$ cat config.mk
export PLATFORM = sky130hd
export DESIGN_NAME = dsf_front
export DESIGN_NICKNAME = d
export VERILOG_FILES = /design/src/sv/dynamic_smoothing_filter_defines.svh /design/src/sv/dsf_pkg.sv /design/src/sv/dsf_front.sv
export SDC_FILE = /design/constraint.sdc
export NUM_CORES = 1
export LEC_CHECK = 0
export ABC_AREA = 1
export BUFFER_PORTS_ARGS = -buffer_cell sky130_fd_sc_hd__buf_2
export CAP_MARGIN = 20
export CORE_ASPECT_RATIO = 1.2
export CORE_MARGIN = 4
export CORE_UTILIZATION = 42
export DETAILED_ROUTE_END_ITERATION = 16
export PLACE_DENSITY = 0.75
export SYNTH_ARGS = -nofsm -noshare
export SYNTH_HDL_FRONTEND = slang
export SYNTH_SLANG_ARGS = --single-unit
$ cat constraint.sdc
create_clock -name i_clk -period 3.4 [get_ports i_clk]
set_input_delay 0.34 -clock i_clk [delete_from_list [all_inputs] [get_ports i_clk]]
set_output_delay 0.34 -clock i_clk [all_outputs]
set_load 0.02 [all_outputs]
$ cat src/sv/dynamic_smoothing_filter_defines.svh
// ----------------------------------------------------------------------------
// Dynamic smoothing filter assertion macros
// ----------------------------------------------------------------------------
// Concurrent assertion wrappers clocked on i_clk and disabled during reset.
// Defining NO_ASSERTIONS compiles them away.
// ----------------------------------------------------------------------------
`ifndef DYNAMIC_SMOOTHING_FILTER_DEFINES_SVH
`define DYNAMIC_SMOOTHING_FILTER_DEFINES_SVH

`ifndef NO_ASSERTIONS
`define DSF_ASSERT(label, prop, msg) \
    label: assert property (@(posedge i_clk) disable iff (!i_rst_n) prop) else $error(msg);
`define DSF_ASSERT_IMPLY(label, cond, prop, msg) \
    label: assert property (@(posedge i_clk) disable iff (!i_rst_n) (cond) |-> (prop)) \
        else $error(msg);
`else
`define DSF_ASSERT(label, prop, msg)
`define DSF_ASSERT_IMPLY(label, cond, prop, msg)
`endif

`endif

$ cat src/sv/dsf_pkg.sv
// ----------------------------------------------------------------------------
// Dynamic smoothing filter package
// ----------------------------------------------------------------------------
// Widths, fixed-point constants and the types shared between the front end,
// the item queue, the datapath and the top level.
// ----------------------------------------------------------------------------
package dsf_pkg;

    localparam int VALUE_WIDTH = 24;
    localparam int BLOCK_MAX   = 1024;

    // Fixed input field widths.
    localparam int CMD_W  = 2;
    localparam int LEN_W  = 11;
    localparam int N_W    = $clog2(BLOCK_MAX + 1);

    // Configuration registers.
    localparam int CUTOFF_W   = 17;
    localparam int SENS_W     = 24;
    localparam int CFG_DATA_W = 24;
    localparam int CFG_IDX_W  = 1;
    localparam logic [CUTOFF_W-1:0] CUTOFF_RESET = 17'd1311;
    localparam logic [SENS_W-1:0]   SENS_RESET   = '0;

    // Gain is unsigned Q1.17, cutoff Q0.18, polynomial coefficients Q.24.
    localparam int GAIN_W   = 18;
    localparam int GAIN_ONE = 131072;
    localparam int WC_MAX   = 131071;
    localparam int POLY_A   = 267631190;
    localparam int POLY_B   = 200811464;
    localparam int POLY_C   = 100577442;

    // Shared multiplier operand widths (signed).
    localparam int MUL_A_W = 31;
    localparam int MUL_B_W = ((VALUE_WIDTH + 1) > (N_W + 1))
                             ? (((VALUE_WIDTH + 1) > (CUTOFF_W + 1)) ? VALUE_WIDTH + 1
                                                                     : CUTOFF_W + 1)
                             : (((N_W + 1) > (CUTOFF_W + 1)) ? N_W + 1 : CUTOFF_W + 1);

    // Item queue between front end and datapath; depth must be a power of two.
    localparam int QUEUE_DEPTH = 2;
    localparam int Q_PTR_W     = $clog2(QUEUE_DEPTH);
    localparam int Q_CNT_W     = $clog2(QUEUE_DEPTH + 1);

    typedef enum logic [1:0] {
        KIND_RUN,
        KIND_FORCE,
        KIND_REPORT
    } t_kind;

    typedef struct packed {
        t_kind                          kind;
        logic                           use_held;
        logic signed [VALUE_WIDTH-1:0]  value;
        logic [N_W-1:0]                 len;
    } t_item;

    typedef struct packed {
        logic [CUTOFF_W-1:0] cutoff;
        logic [SENS_W-1:0]   sens;
    } t_cfg;

endpackage

$ cat src/sv/dsf_front.sv
// ----------------------------------------------------------------------------
// Dynamic smoothing filter front end
// ----------------------------------------------------------------------------
// Accepts input transactions, decodes the command into an item kind and
// saturates the block length to the range 1 to BLOCK_MAX, then holds the
// classified item in a register until the queue takes it.
// ----------------------------------------------------------------------------
module dsf_front (
    input  logic                                   i_clk,
    input  logic                                   i_rst_n,
    input  logic                                   i_valid,
    output logic                                   o_ready,
    input  logic [dsf_pkg::CMD_W-1:0]              i_command,
    input  logic signed [dsf_pkg::VALUE_WIDTH-1:0] i_sample_value,
    input  logic [dsf_pkg::LEN_W-1:0]              i_block_length,
    output logic                                   o_item_valid,
    input  logic                                   i_item_ready,
    output dsf_pkg::t_item                         o_item
);
    import dsf_pkg::*;

    typedef enum logic [CMD_W-1:0] {
        CMD_FILTER = 2'd0,
        CMD_SKIP   = 2'd1,
        CMD_FORCE  = 2'd2
    } t_command;

    logic  r_valid;
    t_item r_item;
    t_item n_item;

    always_comb begin
        n_item.value    = i_sample_value;
        n_item.use_held = 1'b0;
        case (t_command'(i_command))
            CMD_FILTER: begin
                n_item.kind = KIND_RUN;
            end
            CMD_SKIP: begin
                n_item.kind     = KIND_RUN;
                n_item.use_held = 1'b1;
            end
            CMD_FORCE: begin
                n_item.kind = KIND_FORCE;
            end
            default: begin
                n_item.kind = KIND_REPORT;
            end
        endcase

        // A zero length counts as one sample.
        if (i_block_length == '0) begin
            n_item.len = N_W'(1);
        end else if (32'(i_block_length) > 32'(BLOCK_MAX)) begin
            n_item.len = N_W'(BLOCK_MAX);
        end else begin
            n_item.len = N_W'(i_block_length);
        end
    end

    assign o_ready      = !r_valid || i_item_ready;
    assign o_item_valid = r_valid;
    assign o_item       = r_item;

    always_ff @(posedge i_clk) begin
        if (!i_rst_n) begin
            r_valid <= 1'b0;
        end else if (o_ready) begin
            r_valid <= i_valid;
        end
    end

    always_ff @(posedge i_clk) begin
        if (i_valid && o_ready) begin
            r_item <= n_item;
        end
    end

endmodule

==> out/results.txt, run 1 <==
status -> finished clean
CP peak stage delay -> 410 ps
CP arrival -> 970 ps
worst setup margin -> 2090 ps
layout cell share with drive strength beyond 1 -> 60.7%
HPWL Detailed -> 2370 um
placer congestion estimate -> 0.718
post-synthesis register bit count -> 39
sw frac -> 23.5%
cts bufs inserted -> 5
gr usage total -> 13.3%
grt peak-use layer -> met2
Synth Area in Simple Gates -> 10.9%
Overflow after GRT -> 0
CTS H-Tree Depth -> 2
nets -> 213
main combinational cell family by area after synthesis -> simple AND/OR/NAND/NOR gates
final setup vio count -> 0
Flop pwr share -> 63.1%
largest net degree at the start of global routing -> 39
CTS Hold Bufs -> 0
crit path launch type -> flop
Int Power -> 0.000690 W
class of the most critical setup path -> reg -> out
number of port buffers -> 80
Syn Nets -> 126
Register Area -> 1160 um^2
die width -> 60.8 um
Initial DRC Count -> 5
Max rail drop VDD -> 0.000323 V
clk_skew -> 4.55 ps
fmax -> 766 MHz
chip height -> 71.4 um
pwr dens -> 467 nW/um^2
Final Power -> 0.000901 W
CORE AREA -> 3140 um^2
CTS tree -> done
GR Util met1 -> 11.0%
Max FO, Critical Path -> 3
Routed WL -> 2780 um
boundary pin count -> 81
Final min period -> 1310 ps
Place WS -> 1610 ps
Via Count -> 937
DR WL/cell -> 13.3 um
CTS resizes -> 0
DR pass1 iterations -> 3
TNS Setup -> 0 ps
number of global-route vias before repair -> 991
RSZ-0062 raised after global routing -> no
slew margin rel. -> 82.3%
vias per inst -> 4.48
adder and majority gate portion of the synthesized area -> 0%
Yosys warnings -> 0
Final Max Tran Viols -> 0
Post-Syn Area -> 1410 um^2
Hold Violations, Final -> 0
Netlist cell types -> 14
# rows -> 22
cell count after synthesis -> 85
Post-Syn Area per Cell -> 16.5 um^2
first-pass GRT wire length -> 4200 um
P_sw -> 0.000211 W
n_diodes -> 0
crit-path cells -> nand2_1 -> buf_2
clk buf depth -> 2
crit end category -> output port
combinational share of power -> 13.9%
Clock Power Share -> 23.0%
Worst Max-Slew Pin Slew -> 266 ps
synth-to-layout area growth -> 37.1%
Synth Area in Compound Gates -> 2.22%
post-synthesis mux area share -> 0%
slowest stage cell on the critical path -> dfxtp_1
area of the multi-input gates -> 196 um^2
Worst-path clk slew -> 100 ps
CP Data Required Time -> 3060 ps
XOR/XNOR Fraction of Synth Area -> 0%
Clock Sinks -> 39
max-capacitance violation count -> 0
met3 Resource Use GR -> 4.32%
Initial Utilization -> 44.8%
Root Buffer -> clkbuf_4
leakage -> 0.879 nW
sequential fraction of the synthesis area -> 82.6%
fillers -> 287
Hold WC Path Type -> in -> reg
Clock Latency Late Sink -> 320 ps
die area -> 4340 um^2
drc violations -> 0
fin crit share -> 38.4%
postcts setup bufs -> 0
M2 GR Usage -> 26.4%
antenna-violating nets left -> 0
antenna violations before repair -> 0
## routing by layer
layer  part of all wire (%)  vias to the layer above
met5                      0                        -
met4                    2.4                        0
met3                    9.5                        7
met2                     59                       45
met1                     29                      426
li1                       -                      459
## registers in the layout, indices dropped and copies added, names as in the netlist
name          flops
o_item           38
o_item_valid      1
## kinds of logic (layout without fill, tap and decap cells)
group / after synthesis / after routing
AOI/OAI and AO/OA: 3 / 3
and+or+nand+nor: 27 / 27
buffers and inverters: 16 / 104
DFF: 39 / 39
## power groups by stage
stage	combinational, W	sequential [W]	clock (W)
after floorplan	0.0000263	0.000619	0
after global placement	0.000120	0.000579	0
after detailed placement	0.000124	0.000581	0
after CTS	0.000124	0.000570	0.000215
after global routing	0.000135	0.000572	0.000235
final	0.000125	0.000569	0.000207
## stage by stage
| stage | utilization, % | std cells | area [um^2] | hold slack (ps) |
|---|---|---|---|---|
| 6_report | 61.4 | 209 | 1930 | 188 |
| 5_1_grt | 61.4 | 209 | 1930 | 159 |
| 4_1_cts | 60.8 | 208 | 1910 | 174 |
| 3_5_place_dp | 59.3 | 200 | 1860 | 518 |
| 3_3_place_gp | 59.3 | 200 | 1860 | 518 |
| 2_1_floorplan | - | 85 | 1410 | 439 |
## worst max-delay path, delay by kind of cell (launching register included)
family / cells / cell delay [ps]
flops: 1 / 410
buf+inv: 1 / 160
simple gates: 1 / 80
## placed cells by master, fill, tap and decap left out
master	count
inv_1	15
nor3_1	1
nand3_2	1
o21bai_4	1
nand2_2	2
buf_12	1
nor2_2	13
nor2_1	4
buf_2	80
clkbuf_4	5
clkbuf_1	3
nand2_4	1
a21oi_4	1
dfxtp_1	1
a21boi_0	1
nand2_1	5
edfxtp_1	38
## cell type report
| class | count | share of cell area (%) |
|---|---|---|
| inverter | 15 | 2.92 |
| sequential | 39 | 60.2 |
| timing repair buffer | 81 | 21.8 |
| tap | 36 | 2.34 |
| multi-input combinational | 30 | 10.2 |
| clock buffer | 8 | 2.53 |
## path summary, 6_finish.rpt
kind / start / endpoint / slack [ps] / cells after the start
worst max-delay path: o_item_valid / o_ready / 2090 / 2
worst min-delay path: i_sample_value[5] / o_item[16] / 190 / 1
worst max register to register: o_item_valid / o_item[5] / 2220 / 2
worst min register to register: o_item_valid / o_item_valid / 550 / 2
## synthesized netlist by cell type
library cell   n  area, um^2
nand3_2        1        10.0
a21boi_0       1        7.51
nand2_4        1        11.3
nand2_2        2        12.5
clkbuf_1       1        3.75
dfxtp_1        1        20.0
o21bai_4       1        18.8
nor3_1         1        5.00
a21oi_1        1        5.00
nor2_2        13        81.3
inv_1         15        56.3
nand2_1        5        18.8
nor2_1         4        15.0
edfxtp_1      38        1140
Note: power is estimated with default switching activity, not from simulation.
==> inputs of run 2 (changes only) <==
Settings changed: CORE_UTILIZATION 42 to 38, PLACE_DENSITY 0.75 to 0.72.
Clock period 3.4 ns to 1.2 ns, I/O delays scaled along.
==> out/results.txt, run 2 (synthesis gave the netlist of run 1 again) <==
leakage -> 0.986 nW (+12%)
worst hold margin -> 12.8 ps (-175 ps)
CTS H-Tree Depth -> 2 (unchanged)
CP arrival -> 1020 ps (+50 ps)
placed insts -> 203 (+1.5%)
max-capacitance violation count -> 0 (unchanged)
Via Count -> 993 (+6.0%)
cts bufs inserted -> 5 (unchanged)
CTS resizes -> 0 (unchanged)
largest net degree at the start of global routing -> 27 (-31%)
CP top delay family -> flip-flops
Finished Cell Area -> 2170 um^2 (+13%)
final setup vio count -> 0 (unchanged)
gr usage total -> 12.4% (-0.95 points)
Routed WL -> 3140 um (+13%)
Initial Utilization -> 40.7% (-4.1 points)
number of port buffers -> 80 (unchanged)
# rows -> 23 (+4.5%)
Cell Count, Final, Fillers Out -> 226 (+8.1%)
crit-path cells -> a21oi_4 -> buf_4
commonest non-fill, non-tap cells in the layout -> buf_2 (80), edfxtp_1 (38), inv_1 (15), dlygate4sd3_1 (15), nor2_2 (13)
Final Max Tran Viols -> 0 (unchanged)
class of the most critical setup path -> reg -> reg
n_diodes -> 0 (unchanged)
fin crit share -> 85.9%
HPWL Detailed -> 2310 um (-2.5%)
antenna violations before repair -> 0 (unchanged)
CTS tree -> done
DR WL/cell -> 13.9 um (+4.3%)
crit end category -> flop
die area -> 4740 um^2 (+9.2%)
synth-to-layout area growth -> 54.6%
antenna-violating nets left -> 0 (unchanged)
Worst-path clk slew -> 70 ps (-30 ps)
stages on the worst setup path -> 2 (unchanged)
CP peak stage delay -> 360 ps (-50 ps)
Worst R2R Path Depth -> 2 (unchanged)
Clock Latency Late Sink -> 280 ps (-40 ps)
placer congestion estimate -> 0.743 (+3.5%)
Hold WC Path Type -> in -> reg
CORE AREA -> 3450 um^2 (+10%)
Overflow after GRT -> 0 (unchanged)
drc violations -> 0 (unchanged)
die width -> 63.5 um (+4.5%)
chip height -> 74.6 um (+4.6%)
status -> finished clean
pwr dens -> 1500 nW/um^2 (+220%)
TNS Setup -> 0 ps (unchanged)
crit path launch type -> flop
Root Buffer -> clkbuf_8
Max rail drop VDD -> 0.000627 V (+94%)
Initial DRC Count -> 25 (+20)
fmax -> 970 MHz
RSZ-0062 raised after global routing -> no
postcts setup bufs -> 0 (unchanged)
DR pass1 iterations -> 2 (-1)
nets -> 229 (+7.5%)
Buf+Inv Stages, Crit Path -> 1 (unchanged)
Worst Max-Slew Pin Slew -> 232 ps (-34.1 ps)
number of global-route vias before repair -> 892 (-10%)
Hold Path Depth -> 1 (unchanged)
boundary pin count -> 81 (unchanged)
fillers -> 258 (-10%)
clk buf depth -> 2 (unchanged)
Clock Sinks -> 39 (unchanged)
Max FO, Critical Path -> 12 (+9)
placed cell area -> 1890 um^2 (+1.7%)
layout cell share with drive strength beyond 1 -> 57.7% (-3.0 points)
first-pass GRT wire length -> 4240 um (+1.1%)
Final min period -> 1030 ps
Hold Violations, Final -> 0 (unchanged)
CP Data Required Time -> 1180 ps (-1880 ps)
Largest register FFs -> 38 (unchanged)
vias per inst -> 4.39 (-2.0%)
slew margin rel. -> 84.4% (+2.2 points)
commonest non-fill, non-tap cell in the layout -> buf_2
clk_skew -> 3.88 ps (-0.669 ps)
slowest stage cell on the critical path -> dfxtp_4
[run 2: changes by cell type in the layout (fill, tap and decap cells not counted), sizes merged]
cell / before / now
buf: 81 / 82
bufinv: 0 / 2
clkbuf: 8 / 6
dlygate4sd3: 0 / 15
[run 2: repair_timing]
item	CTS	global route
hold buffers	4	11
hold endpoints to repair	4	11
setup endpoints to repair	0	0
[run 2: per-stage QoR]
| step | setup WS [ps] | power (W) | utilization, % |
|---|---|---|---|
| 5_1_grt | 135 | 0.00339 | 63.0 |
| 6_report | 169 | 0.00326 | 63.0 |
| 3_5_place_dp | 97.8 | 0.00201 | 54.8 |
| 4_1_cts | 159 | 0.00326 | 59.8 |
| 2_1_floorplan | -248 | 0.00183 | - |
| 3_3_place_gp | 133 | 0.00200 | 54.8 |
[run 2: area by class of cell]
type	instances	area, um^2	share of cell area (%)
Clock inverter	2	60.1	2.76
Clock buffer	6	72.6	3.34
Inverter	15	56.3	2.59
Timing Repair Buffer	97	578	26.6
Sequential cell	39	1160	53.6
Tap cell	37	46.3	2.13
Multi-Input combinational cell	30	196	9.03
[run 2: path summary, 6_finish.rpt]
kind / endpoint / from / slack [ps]
min reg2reg: o_item_valid / o_item_valid / 550
min: o_item[13] / i_sample_value[2] / 10
max reg2reg: o_item[9] / o_item_valid / 170
max: o_item[9] / o_item_valid / 170
[run 2: layer usage]
metal / wire, um / global-route usage, %
met5: 0 / 0
met2: 1560 / 20.5
met4: 48 / 6.47
met3: 370 / 6.57
met1: 1160 / 12.8
[run 2: power breakdown]
| group | internal [W] | total (W) | switching [W] |
|---|---|---|---|
| logic | 0.000165 | 0.000400 | 0.000235 |
| clock network | 0.000830 | 0.00124 | 0.000414 |
| registers | 0.00159 | 0.00161 | 0.0000202 |
| total | 0.00259 | 0.00326 | 0.000670 |
