File: src/sv/dynamic_smoothing_filter_defines.svh
// ----------------------------------------------------------------------------
// Dynamic smoothing filter assertion macros
// ----------------------------------------------------------------------------
// Concurrent assertion wrappers clocked on i_clk and disabled during reset.
// Defining NO_ASSERTIONS compiles them away.
// ----------------------------------------------------------------------------
`ifndef DYNAMIC_SMOOTHING_FILTER_DEFINES_SVH
`define DYNAMIC_SMOOTHING_FILTER_DEFINES_SVH

`ifndef NO_ASSERTIONS
`define DSF_ASSERT(label, prop, msg) \
    label: assert property (@(posedge i_clk) disable iff (!i_rst_n) prop) else $error(msg);
`define DSF_ASSERT_IMPLY(label, cond, prop, msg) \
    label: assert property (@(posedge i_clk) disable iff (!i_rst_n) (cond) |-> (prop)) \
        else $error(msg);
`else
`define DSF_ASSERT(label, prop, msg)
`define DSF_ASSERT_IMPLY(label, cond, prop, msg)
`endif

`endif

File: src/sv/dsf_pkg.sv
// ----------------------------------------------------------------------------
// Dynamic smoothing filter package
// ----------------------------------------------------------------------------
// Widths, fixed-point constants and the types shared between the front end,
// the item queue, the datapath and the top level.
// ----------------------------------------------------------------------------
package dsf_pkg;

    localparam int VALUE_WIDTH = 24;
    localparam int BLOCK_MAX   = 1024;

    // Fixed input field widths.
    localparam int CMD_W  = 2;
    localparam int LEN_W  = 11;
    localparam int N_W    = $clog2(BLOCK_MAX + 1);

    // Configuration registers.
    localparam int CUTOFF_W   = 17;
    localparam int SENS_W     = 24;
    localparam int CFG_DATA_W = 24;
    localparam int CFG_IDX_W  = 1;
    localparam logic [CUTOFF_W-1:0] CUTOFF_RESET = 17'd1311;
    localparam logic [SENS_W-1:0]   SENS_RESET   = '0;

    // Gain is unsigned Q1.17, cutoff Q0.18, polynomial coefficients Q.24.
    localparam int GAIN_W   = 18;
    localparam int GAIN_ONE = 131072;
    localparam int WC_MAX   = 131071;
    localparam int POLY_A   = 267631190;
    localparam int POLY_B   = 200811464;
    localparam int POLY_C   = 100577442;

    // Shared multiplier operand widths (signed).
    localparam int MUL_A_W = 31;
    localparam int MUL_B_W = ((VALUE_WIDTH + 1) > (N_W + 1))
                             ? (((VALUE_WIDTH + 1) > (CUTOFF_W + 1)) ? VALUE_WIDTH + 1
                                                                     : CUTOFF_W + 1)
                             : (((N_W + 1) > (CUTOFF_W + 1)) ? N_W + 1 : CUTOFF_W + 1);

    // Item queue between front end and datapath; depth must be a power of two.
    localparam int QUEUE_DEPTH = 2;
    localparam int Q_PTR_W     = $clog2(QUEUE_DEPTH);
    localparam int Q_CNT_W     = $clog2(QUEUE_DEPTH + 1);

    typedef enum logic [1:0] {
        KIND_RUN,
        KIND_FORCE,
        KIND_REPORT
    } t_kind;

    typedef struct packed {
        t_kind                          kind;
        logic                           use_held;
        logic signed [VALUE_WIDTH-1:0]  value;
        logic [N_W-1:0]                 len;
    } t_item;

    typedef struct packed {
        logic [CUTOFF_W-1:0] cutoff;
        logic [SENS_W-1:0]   sens;
    } t_cfg;

endpackage

File: src/sv/dsf_back.sv
// ----------------------------------------------------------------------------
// Dynamic smoothing filter datapath
// ----------------------------------------------------------------------------
// Executes one queued item at a time. A step sequencer drives a single shared
// signed multiplier through the cutoff polynomial, the sensitivity term, and
// the two one-pole stage updates, then hands the result to an output register.
// ----------------------------------------------------------------------------
`include "dynamic_smoothing_filter_defines.svh"

module dsf_back (
    input  logic                                   i_clk,
    input  logic                                   i_rst_n,
    input  dsf_pkg::t_cfg                          i_cfg,
    input  logic                                   i_item_valid,
    output logic                                   o_item_ready,
    input  dsf_pkg::t_item                         i_item,
    output logic                                   o_valid,
    input  logic                                   i_ready,
    output logic signed [dsf_pkg::VALUE_WIDTH-1:0] o_smoothed_value,
    output logic signed [dsf_pkg::VALUE_WIDTH-1:0] o_target_value
);
    import dsf_pkg::*;

    localparam int VW          = VALUE_WIDTH;
    localparam int DIFF_W      = VW + 1;
    localparam int MP_W        = MUL_A_W + MUL_B_W;
    localparam int SN_W        = SENS_W + N_W;
    localparam int SN_LO_W     = (SN_W + 1) / 2;
    localparam int ACC_W       = SN_W + VW;
    localparam int TERM_SH     = VW - 3;
    localparam int TERM_W      = ACC_W - TERM_SH;
    localparam int POLY_W      = 31;
    localparam int POLY_SH     = 18;
    localparam int G0_SH       = 7;
    localparam int G0_W        = 20;
    localparam int STAGE_SH    = 17;
    localparam logic signed [MP_W-1:0] POLY_HALF  = MP_W'(2 ** (POLY_SH - 1));
    localparam logic signed [MP_W-1:0] G0_HALF    = MP_W'(2 ** (G0_SH - 1));
    localparam logic signed [MP_W-1:0] STAGE_HALF = MP_W'(2 ** (STAGE_SH - 1));

    typedef enum logic [1:0] {
        S_IDLE,
        S_RUN,
        S_DONE
    } t_state;

    // Each step names the multiply it launches or the result it settles.
    typedef enum logic [3:0] {
        ST_CUT_N,
        ST_SENS_N,
        ST_POLY1,
        ST_TERM_LO,
        ST_POLY2,
        ST_TERM_HI,
        ST_POLY3,
        ST_PARTS,
        ST_GAIN,
        ST_MUL1,
        ST_ADD1,
        ST_DIFF2,
        ST_MUL2,
        ST_ADD2
    } t_step;

    t_state                    r_state;
    t_step                     r_step;
    logic signed [VW-1:0]      r_first;
    logic signed [VW-1:0]      r_second;
    logic signed [VW-1:0]      r_target;
    logic signed [VW-1:0]      r_x;
    logic signed [DIFF_W-1:0]  r_diff;
    logic [VW-1:0]             r_mag;
    logic [N_W-1:0]            r_n;
    logic [CUTOFF_W-1:0]       r_wc;
    logic [SN_W-1:0]           r_sensn;
    logic [ACC_W-1:0]          r_acc;
    logic signed [POLY_W-1:0]  r_poly;
    logic [G0_W-1:0]           r_g0;
    logic [GAIN_W-1:0]         r_term;
    logic [GAIN_W-1:0]         r_gain;
    logic signed [MP_W-1:0]    r_prod;
    logic                      r_out_valid;
    logic signed [VW-1:0]      r_out_smoothed;
    logic signed [VW-1:0]      r_out_target;

    logic                      w_pop;
    logic                      w_out_free;
    logic                      w_out_load;
    logic signed [VW-1:0]      w_x;
    logic signed [DIFF_W-1:0]  w_band;
    logic [VW-1:0]             w_mag;
    logic signed [MUL_A_W-1:0] w_mul_a;
    logic signed [MUL_B_W-1:0] w_mul_b;
    logic signed [MP_W-1:0]    w_prod;
    logic [CUTOFF_W-1:0]       w_wc_sat;
    logic signed [MP_W-1:0]    w_rnd_poly;
    logic signed [MP_W-1:0]    w_g0_full;
    logic [TERM_W-1:0]         w_term_hi;
    logic [GAIN_W-1:0]         w_term_sat;
    logic [G0_W:0]             w_gain_sum;
    logic [GAIN_W-1:0]         w_gain_sat;
    logic signed [MP_W-1:0]    w_stage_delta;
    logic signed [DIFF_W-1:0]  w_rem;

    assign o_item_ready = (r_state == S_IDLE);
    assign w_pop        = i_item_valid && o_item_ready;
    assign w_out_free   = !r_out_valid || i_ready;
    assign w_out_load   = (r_state == S_DONE) && w_out_free;

    assign w_x    = i_item.use_held ? r_target : i_item.value;
    assign w_band = DIFF_W'(r_first) - DIFF_W'(r_second);
    assign w_mag  = w_band[DIFF_W-1] ? VW'(-w_band) : VW'(w_band);

    // Operand selection for the shared multiplier.
    always_comb begin
        w_mul_a = '0;
        w_mul_b = '0;
        case (r_step)
            ST_CUT_N: begin
                w_mul_a = signed'(MUL_A_W'(i_cfg.cutoff));
                w_mul_b = signed'(MUL_B_W'(r_n));
            end
            ST_SENS_N: begin
                w_mul_a = signed'(MUL_A_W'(i_cfg.sens));
                w_mul_b = signed'(MUL_B_W'(r_n));
            end
            ST_POLY1: begin
                w_mul_a = MUL_A_W'(POLY_A);
                w_mul_b = signed'(MUL_B_W'(r_wc));
            end
            ST_TERM_LO: begin
                w_mul_a = signed'(MUL_A_W'(r_sensn[SN_LO_W-1:0]));
                w_mul_b = signed'(MUL_B_W'(r_mag));
            end
            ST_POLY2, ST_POLY3: begin
                w_mul_a = MUL_A_W'(r_poly);
                w_mul_b = signed'(MUL_B_W'(r_wc));
            end
            ST_TERM_HI: begin
                w_mul_a = signed'(MUL_A_W'(r_sensn[SN_W-1:SN_LO_W]));
                w_mul_b = signed'(MUL_B_W'(r_mag));
            end
            ST_MUL1, ST_MUL2: begin
                w_mul_a = signed'(MUL_A_W'(r_gain));
                w_mul_b = MUL_B_W'(r_diff);
            end
            default: begin
                w_mul_a = '0;
                w_mul_b = '0;
            end
        endcase
    end

    assign w_prod = MP_W'(w_mul_a) * MP_W'(w_mul_b);

    // These shifts round half up, which is an arithmetic shift after adding half.
    assign w_wc_sat      = (r_prod > MP_W'(WC_MAX)) ? CUTOFF_W'(WC_MAX)
                                                    : r_prod[CUTOFF_W-1:0];
    assign w_rnd_poly    = (r_prod + POLY_HALF) >>> POLY_SH;
    assign w_g0_full     = (w_rnd_poly + G0_HALF) >>> G0_SH;
    assign w_stage_delta = (r_prod + STAGE_HALF) >>> STAGE_SH;

    // A product above one gain unit in the sensitivity term saturates to one.
    assign w_term_hi  = r_acc[ACC_W-1:TERM_SH];
    assign w_term_sat = (w_term_hi > TERM_W'(GAIN_ONE)) ? GAIN_W'(GAIN_ONE)
                                                        : GAIN_W'(w_term_hi);
    assign w_gain_sum = (G0_W + 1)'(r_g0) + (G0_W + 1)'(r_term);
    assign w_gain_sat = (w_gain_sum > (G0_W + 1)'(GAIN_ONE)) ? GAIN_W'(GAIN_ONE)
                                                             : GAIN_W'(w_gain_sum);
    assign w_rem      = DIFF_W'(r_x) - DIFF_W'(r_first);

    always_ff @(posedge i_clk) begin
        if (!i_rst_n) begin
            r_state     <= S_IDLE;
            r_step      <= ST_CUT_N;
            r_first     <= '0;
            r_second    <= '0;
            r_target    <= '0;
            r_out_valid <= 1'b0;
        end else begin
            if (w_out_load) begin
                r_out_valid <= 1'b1;
            end else if (r_out_valid && i_ready) begin
                r_out_valid <= 1'b0;
            end
            case (r_state)
                S_IDLE: begin
                    if (w_pop) begin
                        case (i_item.kind)
                            KIND_RUN: begin
                                if (!i_item.use_held) begin
                                    r_target <= i_item.value;
                                end
                                r_x     <= w_x;
                                r_n     <= i_item.len;
                                r_mag   <= w_mag;
                                r_step  <= ST_CUT_N;
                                r_state <= S_RUN;
                            end
                            KIND_FORCE: begin
                                r_first  <= i_item.value;
                                r_second <= i_item.value;
                                r_target <= i_item.value;
                                r_state  <= S_DONE;
                            end
                            default: begin
                                r_state <= S_DONE;
                            end
                        endcase
                    end
                end
                S_RUN: begin
                    r_prod <= w_prod;
                    if (r_step != ST_ADD2) begin
                        r_step <= t_step'(r_step + 4'd1);
                    end
                    case (r_step)
                        ST_SENS_N: begin
                            r_wc <= w_wc_sat;
                        end
                        ST_POLY1: begin
                            r_sensn <= SN_W'(r_prod);
                        end
                        ST_TERM_LO: begin
                            r_poly <= POLY_W'(w_rnd_poly - MP_W'(POLY_B));
                        end
                        ST_POLY2: begin
                            r_acc <= ACC_W'(r_prod);
                        end
                        ST_TERM_HI: begin
                            r_poly <= POLY_W'(w_rnd_poly + MP_W'(POLY_C));
                        end
                        ST_POLY3: begin
                            r_acc <= r_acc + (ACC_W'(r_prod) << SN_LO_W);
                        end
                        ST_PARTS: begin
                            r_g0   <= G0_W'(w_g0_full);
                            r_term <= w_term_sat;
                        end
                        ST_GAIN: begin
                            r_gain <= w_gain_sat;
                            r_diff <= DIFF_W'(r_x) - DIFF_W'(r_first);
                        end
                        ST_ADD1: begin
                            r_first <= r_first + VW'(w_stage_delta);
                        end
                        ST_DIFF2: begin
                            r_diff <= DIFF_W'(r_first) - DIFF_W'(r_second);
                        end
                        ST_ADD2: begin
                            r_second <= r_second + VW'(w_stage_delta);
                            r_state  <= S_DONE;
                        end
                        default: begin
                            // Multiply-only steps settle nothing here.
                        end
                    endcase
                end
                S_DONE: begin
                    if (w_out_free) begin
                        r_out_smoothed <= r_second;
                        r_out_target   <= r_target;
                        r_state        <= S_IDLE;
                    end
                end
                default: begin
                    r_state <= S_IDLE;
                end
            endcase
        end
    end

    assign o_valid          = r_out_valid;
    assign o_smoothed_value = r_out_smoothed;
    assign o_target_value   = r_out_target;

    `DSF_ASSERT_IMPLY(a_gain_limit, (r_state == S_RUN) && (r_step == ST_MUL1), r_gain <= GAIN_W'(GAIN_ONE), "shared gain above one")
    `DSF_ASSERT_IMPLY(a_no_overshoot, (r_state == S_RUN) && (r_step == ST_DIFF2), !(((r_diff > 0) && (w_rem < 0)) || ((r_diff < 0) && (w_rem > 0))), "first stage passed its input")
    `DSF_ASSERT(a_force_load, (w_pop && (i_item.kind == KIND_FORCE)) |=> ((r_first == r_second) && (r_target == r_first)), "force did not load both stages")

endmodule

File: config.mk
export PLATFORM = sky130hd
export DESIGN_NAME = dsf_back
export DESIGN_NICKNAME = d
export VERILOG_FILES = /design/src/sv/dsf_pkg.sv /design/src/sv/dsf_back.sv
export VERILOG_INCLUDE_DIRS = /design/src /design/src/sv
export SDC_FILE = /design/constraint.sdc
export NUM_CORES = 2
export LEC_CHECK = 0
export ABC_CLOCK_PERIOD_IN_PS = 10450
export BUFFER_PORTS_ARGS = -buffer_cell sky130_fd_sc_hd__buf_4
export CAP_MARGIN = 10
export CORE_MARGIN = 2
export CORE_UTILIZATION = 35
export DETAILED_ROUTE_END_ITERATION = 10
export PLACE_DENSITY = 0.55
export SYNTH_ARGS = -nofsm -noshare
export SYNTH_HDL_FRONTEND = slang
export SYNTH_SLANG_ARGS = --single-unit
export TNS_END_PERCENT = 50
File: constraint.sdc
create_clock -name i_clk -period 10.45 [get_ports i_clk]
set_clock_uncertainty 0.2 [all_clocks]
set_input_delay 2.6125 -clock i_clk [delete_from_list [all_inputs] [get_ports i_clk]]
set_output_delay 2.6125 -clock i_clk [all_outputs]
set_load 0.01 [all_outputs]
==> flow_metrics.py <==
metrics = {
    "floorplanning": {
        "die-area_um2": 160000,
        "coreArea_um2": 156000,
        "io_pins": 133,
        "die_w_um": 401,
        "start_util_pct": 35.2,
        "die_h_um": 401,
        "num_rows": 145,
    },
    "global_route": {
        "grt_max_degree": 71,
        "antenna_found_initial": 14,
        "grt_pass1_vias": 45383,
        "track_usage_pct": 24.6,
        "overflow": 0,
        "grt_first_pass_wirelength_um": 296000,
    },
    "setup_path": {
        "path_delay_family": "adder cells",
        "path_max_fanout": 10,
        "worst_setup_path_start_kind": "primary input",
        "max_stage_delay_ns": 0.54,
        "cpMostUsedCell": "fa_1",
        "slowest_stage": "fa_1",
        "cp.arrival_ns": 10.22,
        "required_ns": 10.65,
        "critPathCaptureType": "register",
        "crit_type": "in2reg",
        "path_buf_inv": 8,
    },
    "min_path": {
        "min_path_type": "reg2reg",
    },
    "power": {
        "p_int_w": 0.00538,
        "seq_power_share_pct": 24.1,
        "swShare_pct": 41.3,
        "finalPower_w": 0.00917,
        "clkPwrFrac_pct": 20.2,
        "power_frac_comb_pct": 55.7,
        "leakage_nw": 27.9,
        "p_switching_w": 0.00379,
        "powerDensity_nw_per_um2": 148,
        "ir_worst_vdd_uv": 381,
    },
    "detailed_routing": {
        "wl_per_cell_um": 24.1,
        "drt-total-wl_um": 199000,
        "vias": 44429,
        "drc": 0,
        "ant_nets": 0,
        "dr.pass1.iters": 6,
        "drt_iter0_markers": 3632,
        "vias_per_cell": 5.38,
    },
    "synth": {
        "synth-main-ff-cell": "edfxtp_1",
        "syn_area_um2": 55000,
        "synth_edf_count": 368,
        "ys_types": 108,
        "syn_area_per_cell_um2": 9.30,
        "yosys_warnings": 0,
        "seq_area_frac_synth_pct": 23.0,
        "ys_seq_elements": 447,
        "syn_inst": 5919,
        "syn-num-nets": 7122,
        "ys_async_sr_fraction_pct": 0,
    },
    "sta": {
        "hold_viol": 0,
        "slew_headroom_pct": 17.2,
        "max_freq_ghz": 0.0998,
        "period_needed_ns": 10.02,
        "rsz0062_at_grt": "no",
        "drv_slew": 0,
        "tightest_slew_ns": 1.24,
        "fin_crit_sh_pct": 95.9,
        "setup_viol": 0,
        "fin_setup_tns_ns": 0,
    },
    "cts": {
        "cts_made_buffers": 48,
        "cts.sinks": 447,
        "htree_levels": 2,
        "cts_tree": "done",
        "holdBufCountCts": 0,
        "post_cts_buffers": 0,
        "clock_latency_ns": 0.67,
        "cts_buffer_depth": 3,
        "ctsResizeCount": 0,
        "clk_pin_slew_worst_paths_ns": 0.07,
        "cts-root-buf": "clkbuf_16",
    },
    "layout": {
        "layout.cells.non_filler": 8254,
        "num-fill-cells": 15634,
        "fin_util_pct": 39.7,
        "final_net_count": 7354,
        "area_growth_pct": 12.7,
        "drive_gt1_share_pct": 10.6,
    },
    "outcome": {
        "status": "completed",
    },
    "placed_design": {
        "place.gp.congestion": 0.981,
        "dp_cells": 8159,
        "io_buffers": 132,
        "dp_hpwl_um": 161000,
    },
    "flow_run": {
        "cap_violations": 0,
    },
}
area by class of cell:
class / instances / area [um2] / share of cell area [%]
multi-input cells: 4223 / 37900 / 61.1
flip-flops and latches: 447 / 12600 / 20.4
inverters: 989 / 3710 / 5.98
repair buffers: 442 / 3520 / 5.67
well taps: 2058 / 2570 / 4.15
clock buffers: 54 / 1240 / 2.01
clock inverters: 36 / 447 / 0.720
diodes: 5 / 12.5 / 0.0202
cell usage after synthesis, types with 29 or more instances:
cell type / number / share of area, %
fa_1: 802 / 29
o21a_1: 42 / 0.57
nor3_1: 53 / 0.48
nand2b_1: 43 / 0.49
xnor2_1: 194 / 3.1
a221oi_1: 29 / 0.46
and2_1: 51 / 0.58
xor2_1: 91 / 1.4
nand2_1: 726 / 5.0
or3_1: 31 / 0.35
dfxtp_1: 79 / 2.9
or2_2: 29 / 0.33
a21o_1: 86 / 1.2
ha_1: 318 / 7.2
a211oi_1: 41 / 0.56
edfxtp_1: 368 / 20
a22oi_1: 39 / 0.53
inv_1: 987 / 6.7
and3_1: 44 / 0.50
o21ai_0: 196 / 1.8
a31oi_1: 62 / 0.70
clkbuf_1: 227 / 1.5
nand3_1: 67 / 0.61
nor2_1: 578 / 3.9
nand4_1: 50 / 0.57
a21oi_1: 214 / 1.9
cells by family after synthesis:
logic type	synth area share [%]
AND/OR/NAND/NOR	15.0
buffers and inverters	8.59
adder cells (fa/ha/maj)	36.4
AO/OA/AOI/OAI	11.6
flip-flops	23.0
XOR/XNOR	4.60
multiplexers	0.846
per-stage QoR:
stage	hold WS (ns)	cell area (um2)	worst slack, ns
global placement	0.248	60300	-0.265
detailed placement	0.234	60300	-0.270
global route	0.276	62000	0.00730
CTS	0.264	62000	0.401
finish	0.267	62000	0.431
floorplan	0.208	55000	0.352
state kept, by name, summed over array words and instances (netlist names), 11 cells and up:
register / count
o_smoothed_value: 24
r_term: 18
r_target: 24
r_wc: 17
r_poly: 31
r_gain: 18
r_second: 24
r_first: 24
r_sensn: 35
r_acc: 41
r_n: 11
r_diff: 25
r_prod: 56
r_g0: 20
r_x: 24
o_target_value: 24
r_mag: 24
path summary, 6_finish.rpt:
check | slack [ns] | startpoint | depth (start not counted) | to
max | 0.43 | i_cfg[12] | 29 | r_prod[54]
min | 0.27 | r_target[16] | 0 | o_target_value[16]
max reg2reg | 0.59 | r_step[1] | 29 | r_prod[54]
min reg2reg | 0.27 | r_target[16] | 0 | o_target_value[16]
power groups by stage:
| stage | Combinational, W | Clock, W | Sequential (W) |
|---|---|---|---|
| 6_report | 0.00511 | 0.00185 | 0.00220 |
| 5_1_grt | 0.00561 | 0.00195 | 0.00221 |
| 4_1_cts | 0.00510 | 0.00189 | 0.00220 |
| 3_5_place_dp | 0.00507 | 0 | 0.00224 |
| 3_3_place_gp | 0.00504 | 0 | 0.00224 |
| 2_1_floorplan | 0.00308 | 0 | 0.00223 |
placed cells by master (no fill, tap or decap), drive strengths merged, types with 43 or more instances in the layout:
master	synthesis	final
a211oi	43	43
a21o	86	86
a21oi	215	215
a31oi	62	62
and2	54	54
and3	44	44
buf	32	442
clkbuf	228	54
dfxtp	79	79
edfxtp	368	368
fa	802	802
ha	318	318
inv	987	989
nand2	728	728
nand2b	43	43
nand3	68	68
nand4	52	52
nor2	579	579
nor3	55	55
o21ai	206	206
xnor2	194	194
xor2	93	93
per-layer routing:
metal	vias to the layer above	part of all wire, %	GRT usage (%)
met5	-	0.014	0
met4	4	4.3	9.31
met3	333	6.9	3.33
met2	1770	47	40.6
met1	22493	42	32.9
li1	19829	-	-
Power figures use the tool's default switching activity.
