===== config.mk =====
export PLATFORM = sky130hd
export DESIGN_NAME = dsf_queue
export DESIGN_NICKNAME = d
export VERILOG_FILES = /design/src/sv/dsf_pkg.sv /design/src/sv/dsf_queue.sv
export VERILOG_INCLUDE_DIRS = /design/src /design/src/sv
export SDC_FILE = /design/constraint.sdc
export NUM_CORES = 1
export LEC_CHECK = 0
export BUFFER_PORTS_ARGS = -buffer_cell sky130_fd_sc_hd__buf_2
export CORE_UTILIZATION = 55
export DETAILED_ROUTE_END_ITERATION = 10
export GPL_TIMING_DRIVEN = 0
export PLACE_DENSITY = 0.94
export SLEW_MARGIN = 20
export SYNTH_ARGS = -nofsm -noshare
export SYNTH_HDL_FRONTEND = slang
export SYNTH_SLANG_ARGS = --single-unit

===== constraint.sdc =====
create_clock -name i_clk -period 3.4 [get_ports i_clk]
set_input_delay 0.68 -clock i_clk [delete_from_list [all_inputs] [get_ports i_clk]]
set_output_delay 0.68 -clock i_clk [all_outputs]
set_load 0.02 [all_outputs]

===== src/sv/dynamic_smoothing_filter_defines.svh =====
// ----------------------------------------------------------------------------
// Dynamic smoothing filter assertion macros
// ----------------------------------------------------------------------------
// Concurrent assertion wrappers clocked on i_clk and disabled during reset.
// Defining NO_ASSERTIONS compiles them away.
// ----------------------------------------------------------------------------
`ifndef DYNAMIC_SMOOTHING_FILTER_DEFINES_SVH
`define DYNAMIC_SMOOTHING_FILTER_DEFINES_SVH

`ifndef NO_ASSERTIONS
`define DSF_ASSERT(label, prop, msg) \
    label: assert property (@(posedge i_clk) disable iff (!i_rst_n) prop) else $error(msg);
`define DSF_ASSERT_IMPLY(label, cond, prop, msg) \
    label: assert property (@(posedge i_clk) disable iff (!i_rst_n) (cond) |-> (prop)) \
        else $error(msg);
`else
`define DSF_ASSERT(label, prop, msg)
`define DSF_ASSERT_IMPLY(label, cond, prop, msg)
`endif

`endif


===== src/sv/dsf_pkg.sv =====
// ----------------------------------------------------------------------------
// Dynamic smoothing filter package
// ----------------------------------------------------------------------------
// Widths, fixed-point constants and the types shared between the front end,
// the item queue, the datapath and the top level.
// ----------------------------------------------------------------------------
package dsf_pkg;

    localparam int VALUE_WIDTH = 24;
    localparam int BLOCK_MAX   = 1024;

    // Fixed input field widths.
    localparam int CMD_W  = 2;
    localparam int LEN_W  = 11;
    localparam int N_W    = $clog2(BLOCK_MAX + 1);

    // Configuration registers.
    localparam int CUTOFF_W   = 17;
    localparam int SENS_W     = 24;
    localparam int CFG_DATA_W = 24;
    localparam int CFG_IDX_W  = 1;
    localparam logic [CUTOFF_W-1:0] CUTOFF_RESET = 17'd1311;
    localparam logic [SENS_W-1:0]   SENS_RESET   = '0;

    // Gain is unsigned Q1.17, cutoff Q0.18, polynomial coefficients Q.24.
    localparam int GAIN_W   = 18;
    localparam int GAIN_ONE = 131072;
    localparam int WC_MAX   = 131071;
    localparam int POLY_A   = 267631190;
    localparam int POLY_B   = 200811464;
    localparam int POLY_C   = 100577442;

    // Shared multiplier operand widths (signed).
    localparam int MUL_A_W = 31;
    localparam int MUL_B_W = ((VALUE_WIDTH + 1) > (N_W + 1))
                             ? (((VALUE_WIDTH + 1) > (CUTOFF_W + 1)) ? VALUE_WIDTH + 1
                                                                     : CUTOFF_W + 1)
                             : (((N_W + 1) > (CUTOFF_W + 1)) ? N_W + 1 : CUTOFF_W + 1);

    // Item queue between front end and datapath; depth must be a power of two.
    localparam int QUEUE_DEPTH = 2;
    localparam int Q_PTR_W     = $clog2(QUEUE_DEPTH);
    localparam int Q_CNT_W     = $clog2(QUEUE_DEPTH + 1);

    typedef enum logic [1:0] {
        KIND_RUN,
        KIND_FORCE,
        KIND_REPORT
    } t_kind;

    typedef struct packed {
        t_kind                          kind;
        logic                           use_held;
        logic signed [VALUE_WIDTH-1:0]  value;
        logic [N_W-1:0]                 len;
    } t_item;

    typedef struct packed {
        logic [CUTOFF_W-1:0] cutoff;
        logic [SENS_W-1:0]   sens;
    } t_cfg;

endpackage


===== src/sv/dsf_queue.sv =====
// ----------------------------------------------------------------------------
// Dynamic smoothing filter item queue
// ----------------------------------------------------------------------------
// Small register FIFO that decouples the front end from the datapath.
// ----------------------------------------------------------------------------
`include "dynamic_smoothing_filter_defines.svh"

module dsf_queue (
    input  logic           i_clk,
    input  logic           i_rst_n,
    input  logic           i_push_valid,
    output logic           o_push_ready,
    input  dsf_pkg::t_item i_push_item,
    output logic           o_pop_valid,
    input  logic           i_pop_ready,
    output dsf_pkg::t_item o_pop_item
);
    import dsf_pkg::*;

    t_item              r_mem [QUEUE_DEPTH];
    logic [Q_PTR_W-1:0] r_wr_ptr;
    logic [Q_PTR_W-1:0] r_rd_ptr;
    logic [Q_CNT_W-1:0] r_count;
    logic               w_push;
    logic               w_pop;

    assign o_push_ready = (r_count != Q_CNT_W'(QUEUE_DEPTH));
    assign o_pop_valid  = (r_count != '0);
    assign o_pop_item   = r_mem[r_rd_ptr];
    assign w_push       = i_push_valid && o_push_ready;
    assign w_pop        = o_pop_valid && i_pop_ready;

    always_ff @(posedge i_clk) begin
        if (w_push) begin
            r_mem[r_wr_ptr] <= i_push_item;
        end
    end

    // Pointers wrap on their own since the depth is a power of two.
    always_ff @(posedge i_clk) begin
        if (!i_rst_n) begin
            r_wr_ptr <= '0;
            r_rd_ptr <= '0;
            r_count  <= '0;
        end else begin
            if (w_push) begin
                r_wr_ptr <= r_wr_ptr + 1'b1;
            end
            if (w_pop) begin
                r_rd_ptr <= r_rd_ptr + 1'b1;
            end
            case ({w_push, w_pop})
                2'b10: begin
                    r_count <= r_count + 1'b1;
                end
                2'b01: begin
                    r_count <= r_count - 1'b1;
                end
                default: begin
                    r_count <= r_count;
                end
            endcase
        end
    end

    `DSF_ASSERT(a_count_step, (w_push && !w_pop) |=> (r_count == Q_CNT_W'($past(r_count) + 1'b1)), "queue count did not follow a push")
    `DSF_ASSERT_IMPLY(a_ptr_align, (r_count == '0) || (r_count == Q_CNT_W'(QUEUE_DEPTH)), r_wr_ptr == r_rd_ptr, "queue pointers out of step with count")

endmodule


==> results of run 1 <==
## logic make-up after synthesis
family	count (synthesis)	synth area share
simple gates	9	0.0186
xor+xnor	3	0.00885
buf+inv	5	0.00885
flops	81	0.803
fa+ha+maj	1	0.00422
mux	38	0.144
compound gates	5	0.0126
## cell type report
class                           instances  area (µm²)  area share
Buffer                                  4        22.5     0.00609
Tap cell                               70        87.6      0.0237
Timing Repair Buffer                   83         460       0.125
Multi-Input combinational cell         56         561       0.152
Clock buffer                           12         135      0.0366
Clock inverter                          4        43.8      0.0118
Inverter                                1        3.75     0.00102
Sequential cell                        81        2380       0.645
## registers in the layout (all words and copies together), names as in the netlist, named ones only
name / cells
r_mem: 76
r_rd_ptr: 1
r_wr_ptr: 1
r_count: 2
## per-stage QoR
stage / hold WS (ns) / util / power, mW / setup WS, ns
final: 0.529 / 0.719 / 2.85 / 1.05
after global routing: 0.506 / 0.719 / 2.98 / 0.961
after CTS: 0.519 / 0.719 / 2.87 / 1.02
after detailed placement: 0.516 / 0.684 / 2.23 / 1.39
after global placement: 0.493 / 0.673 / 2.18 / 0.805
after floorplan: 0.479 / - / 1.94 / 1.29
## critical path: stages (launching register included)
cell	delay [ns]
dfxtp_1	0.33
buf_4	0.19
buf_2	0.28
mux2_2	0.37
buf_2	0.16
## per-layer routing
| metal | part of all wire | global-route usage |
|---|---|---|
| met1 | 0.38 | 0.197 |
| met2 | 0.55 | 0.330 |
| met3 | 0.048 | 0.0529 |
| met4 | 0.020 | 0.101 |
| met5 | 0 | 0 |
## cell usage in the layout (no fill, tap or decap), types with 2 or more instances in the layout
master    netlist  final
xnor2_1         3      3
clkinv_2        0      2
clkbuf_1        0      3
buf_2           3     84
edfxtp_1       76     76
buf_16          0      2
mux2_2         38     38
nor2b_1         2      2
clkbuf_8        0      9
dfxtp_1         5      5
## worst max-delay path by stage
| stage | start | to | slack (ns) | depth (start not counted) |
|---|---|---|---|---|
| after global routing | flip-flop | o_pop_item[18] | 0.96 | 4 |
| final | flip-flop | o_pop_item[17] | 1.05 | 4 |
| after CTS | flip-flop | o_pop_item[17] | 1.02 | 4 |
| after floorplan | r_count[0] | r_mem[1][0] | 1.29 | 2 |
| after global placement | i_push_valid | r_mem[1][14] | 0.80 | 2 |
| after detailed placement | flip-flop | o_pop_item[18] | 1.39 | 4 |
## power by group
group          switching, mW  internal (mW)
sequential            0.0467           1.26
combinational          0.513          0.383
clock                  0.307          0.336
==> results.py, run 1 <==
metrics = {
    "setup_path": {
        "r2r-end": "r_mem[1][14]",
        "start_kind": "flip-flop",
        "r2r_slack_ns": 1.74,
        "endpoint_kind": "output port",
        "required_ns": 2.72,
        "crit_fanout": 10,
        "r2r-start": "r_count[0]",
        "crit_type": "flip-flop to output port",
        "arrival_ns": 1.67,
        "reg2reg_depth": 3,
    },
    "sta": {
        "finalHoldViolations": 0,
        "finalCritPeriodShare": 0.691,
        "finalSetupTns_ns": 0,
        "rsz0062_at_grt": "no",
        "worst_pin_slew_ns": 0.448,
        "setup_viol": 0,
        "finalClockSkew_ns": 0.00350,
        "fmax_ghz": 0.426,
        "fin_crit_ns": 2.35,
        "slew_violations": 0,
        "relSlewSlack": 0.701,
    },
    "synthesis": {
        "synthesis.nets": 185,
        "avgSynthCellArea_um2": 20.9,
        "ys_ff_latch": 81,
        "ys_types": 21,
        "synth-main-ff-cell": "edfxtp_1",
        "yosysMostFrequentCell": "edfxtp_1",
        "seq_area_frac_synth": 0.803,
        "yosysTopAreaCell": "edfxtp_1",
        "synth_enable_flop_cells": 76,
        "synth_commonest_cells": "76 x edfxtp_1, 38 x mux2_2, 5 x dfxtp_1, 3 x buf_2, 3 x xnor2_1",
        "synthArstFlopShare": 0,
        "netlist_instances": 142,
        "synth_area_leaders": "edfxtp_1 77%, mux2_2 14%, dfxtp_1 3.4%",
        "yosysWarnings": 0,
        "synth_area_um2": 2970,
        "synth_top_area_share": 0.769,
    },
    "cts": {
        "worstSkewPairLatency_ns": 0.33,
        "clock-root-buffer": "clkbuf_8",
        "cts_made_buffers": 9,
        "cts_max_level": 3,
        "cts.sinks": 81,
        "ctsHoldBuffers": 0,
        "clkTransAtPathRegs_ns": 0.07,
        "post_cts_buffers": 0,
        "cts_resized": 0,
        "cts_tree": "yes",
        "clock_path_buffers": 2,
    },
    "global_routing": {
        "grt_pass1_wl_mm": 7.18,
        "grt_usage": 0.185,
        "grt_max_degree": 24,
        "antenna_found_initial": 0,
        "grt_pass1_vias": 1583,
        "grt-ovfl-total": 0,
    },
    "floorplan": {
        "coreArea_um2": 5140,
        "die_h_um": 75.5,
        "rows": 26,
        "die_width_um": 75.5,
        "die_area_um2": 5690,
        "io_pins": 82,
        "start_util": 0.577,
    },
    "place": {
        "globalplace.congestion": 0.724,
        "dpl.hpwl_mm": 3.47,
        "portBuffers": 81,
        "dpl-instance-area_um2": 3520,
        "place_inst": 295,
    },
    "cells_and_area": {
        "n_antenna_cell": 0,
        "final_nets": 279,
        "drive_above_1_share": 0.585,
        "area.growth.synth_to_final_pct": 24.5,
        "instances_no_fill": 311,
        "design_area_um2": 3700,
        "num-fill-cells": 349,
    },
    "detailed_routing": {
        "drcViolationCount": 0,
        "wl_per_cell_um": 16.0,
        "drt_iter0_markers": 69,
        "vias": 1572,
        "ant_nets": 0,
        "dr.pass1.iters": 4,
        "postRouteWirelength_mm": 4.99,
        "via_per_inst": 5.05,
    },
    "worst_hold_path": {
        "holdCritPathClass": "input port to flip-flop",
        "min_to": "r_mem[1][26]",
        "hold_start": "i_push_item[26]",
        "min_path_cells": 1,
    },
    "outcome": {
        "status": "finished clean",
    },
    "pwr": {
        "power.leakage_nw": 1.40,
        "p_per_area_nw_per_um2": 770,
        "ir_worst_vdd_mv": 0.568,
    },
    "run": {
        "maxCapViolCount": 0,
    },
}
Power figures use the tool's default switching activity.
==> inputs of run 2 (changes only) <==
--- a/config.mk
+++ b/config.mk
@@ -7,10 +7,10 @@
 export NUM_CORES = 1
 export LEC_CHECK = 0
 export BUFFER_PORTS_ARGS = -buffer_cell sky130_fd_sc_hd__buf_2
-export CORE_UTILIZATION = 55
+export CORE_UTILIZATION = 51
 export DETAILED_ROUTE_END_ITERATION = 10
 export GPL_TIMING_DRIVEN = 0
-export PLACE_DENSITY = 0.94
+export PLACE_DENSITY = 0.89
 export SLEW_MARGIN = 20
 export SYNTH_ARGS = -nofsm -noshare
 export SYNTH_HDL_FRONTEND = slang
==> constraint.sdc (replaced) <==
create_clock -name i_clk -period 2.2 [get_ports i_clk]
set_input_delay 0.44 -clock i_clk [delete_from_list [all_inputs] [get_ports i_clk]]
set_output_delay 0.44 -clock i_clk [all_outputs]
set_load 0.02 [all_outputs]
==> results.py, run 2 (synthesized netlist as in run 1, its figures left out) <==
metrics = {
    "global_routing": {
        "grt_util_met1": 0.183,
        "grt_max_degree": 24,
        "antenna_found_initial": 0,
        "grt_usage": 0.168,
        "grt.busiest_layer": "met2",
        "grt-ovfl-total": 0,
        "grt_pass1_vias": 1555,
        "grt_pass1_wl_mm": 7.30,
        "met2_usage": 0.295,
        "use_met3": 0.0384,
    },
    "cells_and_area": {
        "top_regs": "r_mem: 76 flops, r_count: 2 flops",
        "final_nets": 279,
        "drive_above_1_share": 0.598,
        "num-fill-cells": 388,
        "largest_reg_flops": 76,
        "design_area_um2": 3700,
        "n_antenna_cell": 0,
        "final_cell_mix": "84 x buf_2, 76 x edfxtp_1, 38 x mux2_2",
        "mostFrequentLayoutCell": "buf_2",
        "fin_util": 0.663,
        "top_register": "r_mem",
        "instances_no_fill": 313,
        "area.growth.synth_to_final_pct": 24.5,
    },
    "setup_path": {
        "r2r-start": "r_count[0]",
        "start_kind": "flip-flop",
        "r2r-end": "r_mem[1][17]",
        "crit_fanout": 10,
        "reg2reg_depth": 3,
        "required_ns": 1.76,
        "endpoint_kind": "output port",
        "arrival_ns": 1.64,
        "r2r_slack_ns": 0.53,
        "crit_type": "flip-flop to output port",
    },
    "cts": {
        "worstSkewPairLatency_ns": 0.34,
        "cts_max_level": 3,
        "clock_path_buffers": 2,
        "cts_tree": "yes",
        "post_cts_buffers": 0,
        "clock-root-buffer": "clkbuf_8",
        "cts.sinks": 81,
        "ctsHoldBuffers": 0,
        "clkTransAtPathRegs_ns": 0.08,
        "cts_made_buffers": 9,
        "cts_resized": 0,
    },
    "worst_hold_path": {
        "hold_start": "i_push_item[25]",
        "min_to": "r_mem[0][25]",
        "min_path_cells": 1,
        "holdCritPathClass": "input port to flip-flop",
    },
    "floorplan": {
        "coreArea_um2": 5570,
        "rows": 27,
        "die_h_um": 78.3,
        "die_area_um2": 6130,
        "die_width_um": 78.3,
        "start_util": 0.532,
        "io_pins": 82,
    },
    "sta": {
        "relSlewSlack": 0.701,
        "finalClockSkew_ns": 0.00865,
        "finalCritPeriodShare": 0.945,
        "fin_crit_ns": 2.08,
        "slew_violations": 0,
        "rsz0062_at_grt": "no",
        "fmax_ghz": 0.481,
        "setup_viol": 0,
        "worst_pin_slew_ns": 0.448,
        "finalHoldViolations": 0,
    },
    "pwr": {
        "p_per_area_nw_per_um2": 1170,
        "power.leakage_nw": 1.39,
        "total_power_mw": 4.33,
        "ir_worst_vdd_mv": 0.724,
    },
    "detailed_routing": {
        "via_per_inst": 4.91,
        "postRouteWirelength_mm": 4.76,
        "vias": 1536,
        "ant_nets": 0,
        "dr.pass1.iters": 2,
        "drcViolationCount": 0,
        "drt_iter0_markers": 42,
        "wl_per_cell_um": 15.2,
    },
    "place": {
        "portBuffers": 81,
        "place_inst": 297,
        "dpl.hpwl_mm": 3.38,
        "globalplace.congestion": 0.729,
        "dpl-instance-area_um2": 3520,
    },
    "run": {
        "maxCapViolCount": 0,
    },
    "outcome": {
        "status": "finished clean",
    },
}
==> run 2: cell types whose count changed in the layout (fill, tap and decap cells not counted), sizes merged <==
cell      change
inv           +2
clkbuf        -3
clkinvlp      +3
clkinv        -1
bufinv        -1
==> run 2: stage by stage <==
stage / hold slack, ns / setup TNS, ns / setup slack (ns)
finish: 0.283 / 0 / 0.120
global route: 0.258 / 0 / 0.0304
CTS: 0.266 / 0 / 0.0920
detailed placement: 0.530 / 0 / 0.472
global placement: 0.499 / -9.86 / -0.233
floorplan: 0.479 / 0 / 0.0894
==> run 2: how the worst max path moves through the flow <==
stage | depth (start not counted) | start | to | slack [ns]
after floorplan | 2 | r_count[0] | r_mem[1][0] | 0.09
after global placement | 2 | r_count[0] | r_mem[1][18] | -0.23
after detailed placement | 4 | flip-flop | o_pop_item[5] | 0.47
after CTS | 4 | flip-flop | o_pop_item[11] | 0.09
after global routing | 4 | flip-flop | o_pop_item[5] | 0.03
final | 4 | flip-flop | o_pop_item[11] | 0.12
==> run 2: final cells by class <==
cell class / instances / area [µm²] / area share
flip-flops and latches: 81 / 2380 / 0.645
clock inverters: 7 / 52.6 / 0.0142
multi-input cells: 56 / 561 / 0.152
clock buffers: 9 / 124 / 0.0335
plain buffers: 4 / 22.5 / 0.00609
well taps: 72 / 90.1 / 0.0244
inverters: 1 / 3.75 / 0.00102
repair buffers: 83 / 460 / 0.125
==> run 2: routing by layer <==
metal | wire length (µm) | up-vias
li1 | - | 741
met5 | 0 | -
met2 | 2590 | 50
met4 | 117 | 0
met3 | 218 | 10
met1 | 1830 | 735
==> run 2: report_power, final <==
part | switching, mW | internal, mW | total (mW)
clock | 0.524 | 0.414 | 0.939
combinational | 0.779 | 0.592 | 1.37
sequential | 0.0728 | 1.95 | 2.02
total | 1.38 | 2.95 | 4.33
==> run 2: worst max-delay path, stage by stage (launching register included) <==
cell and delay, ns:
dfxtp_1 0.32, buf_4 0.18, buf_2 0.26, mux2_2 0.37
buf_2 0.16
==> inputs of run 3 (changes only) <==
--- a/config.mk
+++ b/config.mk
@@ -6,11 +6,12 @@
 export SDC_FILE = /design/constraint.sdc
 export NUM_CORES = 1
 export LEC_CHECK = 0
-export BUFFER_PORTS_ARGS = -buffer_cell sky130_fd_sc_hd__buf_2
-export CORE_UTILIZATION = 51
+export CAP_MARGIN = 30
+export CORE_UTILIZATION = 55
 export DETAILED_ROUTE_END_ITERATION = 10
+export DONT_BUFFER_PORTS = 1
 export GPL_TIMING_DRIVEN = 0
-export PLACE_DENSITY = 0.89
+export PLACE_DENSITY = 0.7
 export SLEW_MARGIN = 20
 export SYNTH_ARGS = -nofsm -noshare
 export SYNTH_HDL_FRONTEND = slang
==> results.py, run 3 (synthesized netlist as in run 1, its figures left out) <==
metrics = {
    "cells_and_area": {
        "num-fill-cells": 394,
        "area.growth.synth_to_final_pct": 10.6,
        "n_antenna_cell": 0,
        "drive_above_1_share": 0.367,
        "top_register": "r_mem",
        "top_regs": "r_mem: 76 flops, r_count: 2 flops",
        "design_area_um2": 3280,
        "final_cell_mix": "76 x edfxtp_1, 38 x mux2_2, 9 x clkbuf_8",
        "largest_reg_flops": 76,
        "final_nets": 197,
        "mostFrequentLayoutCell": "edfxtp_1",
    },
    "cts": {
        "cts_made_buffers": 9,
        "clock_path_buffers": 2,
        "clkTransAtPathRegs_ns": 0.07,
        "cts_max_level": 3,
        "worstSkewPairLatency_ns": 0.33,
        "cts_resized": 0,
        "cts.sinks": 81,
        "post_cts_buffers": 0,
        "clock-root-buffer": "clkbuf_8",
        "cts_tree": "yes",
        "ctsHoldBuffers": 0,
    },
    "sta": {
        "finalClockSkew_ns": 0.00551,
        "relSlewSlack": 0.462,
        "rsz0062_at_grt": "no",
        "slew_violations": 0,
        "finalHoldViolations": 0,
        "worst_pin_slew_ns": 0.806,
        "fin_crit_ns": 1.98,
        "finalCritPeriodShare": 0.898,
        "fmax_ghz": 0.506,
        "setup_viol": 0,
        "finalSetupTns_ns": 0,
    },
    "floorplan": {
        "die_width_um": 75.5,
        "start_util": 0.577,
        "io_pins": 82,
        "coreArea_um2": 5140,
        "die_h_um": 75.5,
        "rows": 26,
        "die_area_um2": 5690,
    },
    "global_routing": {
        "grt-ovfl-total": 0,
        "grt_max_degree": 39,
        "grt_pass1_wl_mm": 6.11,
        "antenna_found_initial": 0,
        "grt_usage": 0.160,
        "grt_pass1_vias": 1322,
    },
    "detailed_routing": {
        "via_per_inst": 5.49,
        "postRouteWirelength_mm": 4.33,
        "drt_iter0_markers": 24,
        "ant_nets": 0,
        "dr.pass1.iters": 2,
        "vias": 1252,
        "wl_per_cell_um": 19.0,
        "drcViolationCount": 0,
    },
    "outcome": {
        "status": "finished clean",
    },
    "pwr": {
        "power.leakage_nw": 1.08,
        "p_per_area_nw_per_um2": 1280,
        "ir_worst_vdd_mv": 0.845,
    },
    "run": {
        "maxCapViolCount": 0,
    },
    "setup_path": {
        "required_ns": 1.76,
        "crit_type": "flip-flop to output port",
        "endpoint_kind": "output port",
        "arrival_ns": 1.54,
        "crit_fanout": 10,
        "start_kind": "flip-flop",
    },
    "place": {
        "dpl-instance-area_um2": 3080,
        "portBuffers": 0,
        "globalplace.congestion": 0.618,
        "dpl.hpwl_mm": 2.93,
    },
    "worst_hold_path": {
        "holdCritPathClass": "input port to flip-flop",
    },
}
run 3: worst paths after layout:
path	from	endpoint	slack [ns]	cells past startpoint
max	flip-flop	o_pop_item[17]	0.22	3
min	i_push_item[9]	r_mem[1][9]	0.20	0
max reg2reg	r_count[0]	r_mem[0][5]	0.26	3
min reg2reg	r_count[1]	r_count[1]	0.54	2
run 3: power by group:
| part | switching (mW) | internal, mW |
|---|---|---|
| Sequential | 0.0691 | 1.95 |
| Combinational | 0.715 | 0.387 |
| Clock | 0.447 | 0.622 |
run 3: stage by stage:
step	cells	hold slack, ns	setup WS, ns	utilization	power (mW)
after floorplan	142	0.479	0.0894	-	2.99
after global placement	212	0.492	-0.301	0.594	3.12
after detailed placement	213	0.526	0.237	0.600	3.17
after CTS	228	0.184	0.191	0.639	4.24
after global routing	228	0.174	0.102	0.639	4.36
final	228	0.199	0.225	0.639	4.19
run 3: layer usage:
metal / vias up / wire length (µm) / global-route usage
met5: - / 0 / 0
met4: 0 / 104 / 0.113
met3: 12 / 401 / 0.0807
met2: 55 / 2290 / 0.264
met1: 614 / 1530 / 0.154
li1: 571 / - / -
run 3: cell type report:
type                            instances  area, µm²  share of cell area
Buffer                                  4       22.5             0.00686
Clock buffer                           10        128              0.0389
Clock inverter                          5       71.3              0.0217
Inverter                                1       3.75             0.00114
Multi-Input combinational cell         56        561               0.171
Sequential cell                        81       2380               0.726
Tap cell                               70       87.6              0.0267
Timing Repair Buffer                    1       27.5             0.00838
run 3: worst max-delay path, cell delays in order, from the launching register on:
cell     delay (ns)
dfxtp_1        0.32
buf_4          0.18
buf_2          0.27
mux2_2         0.43
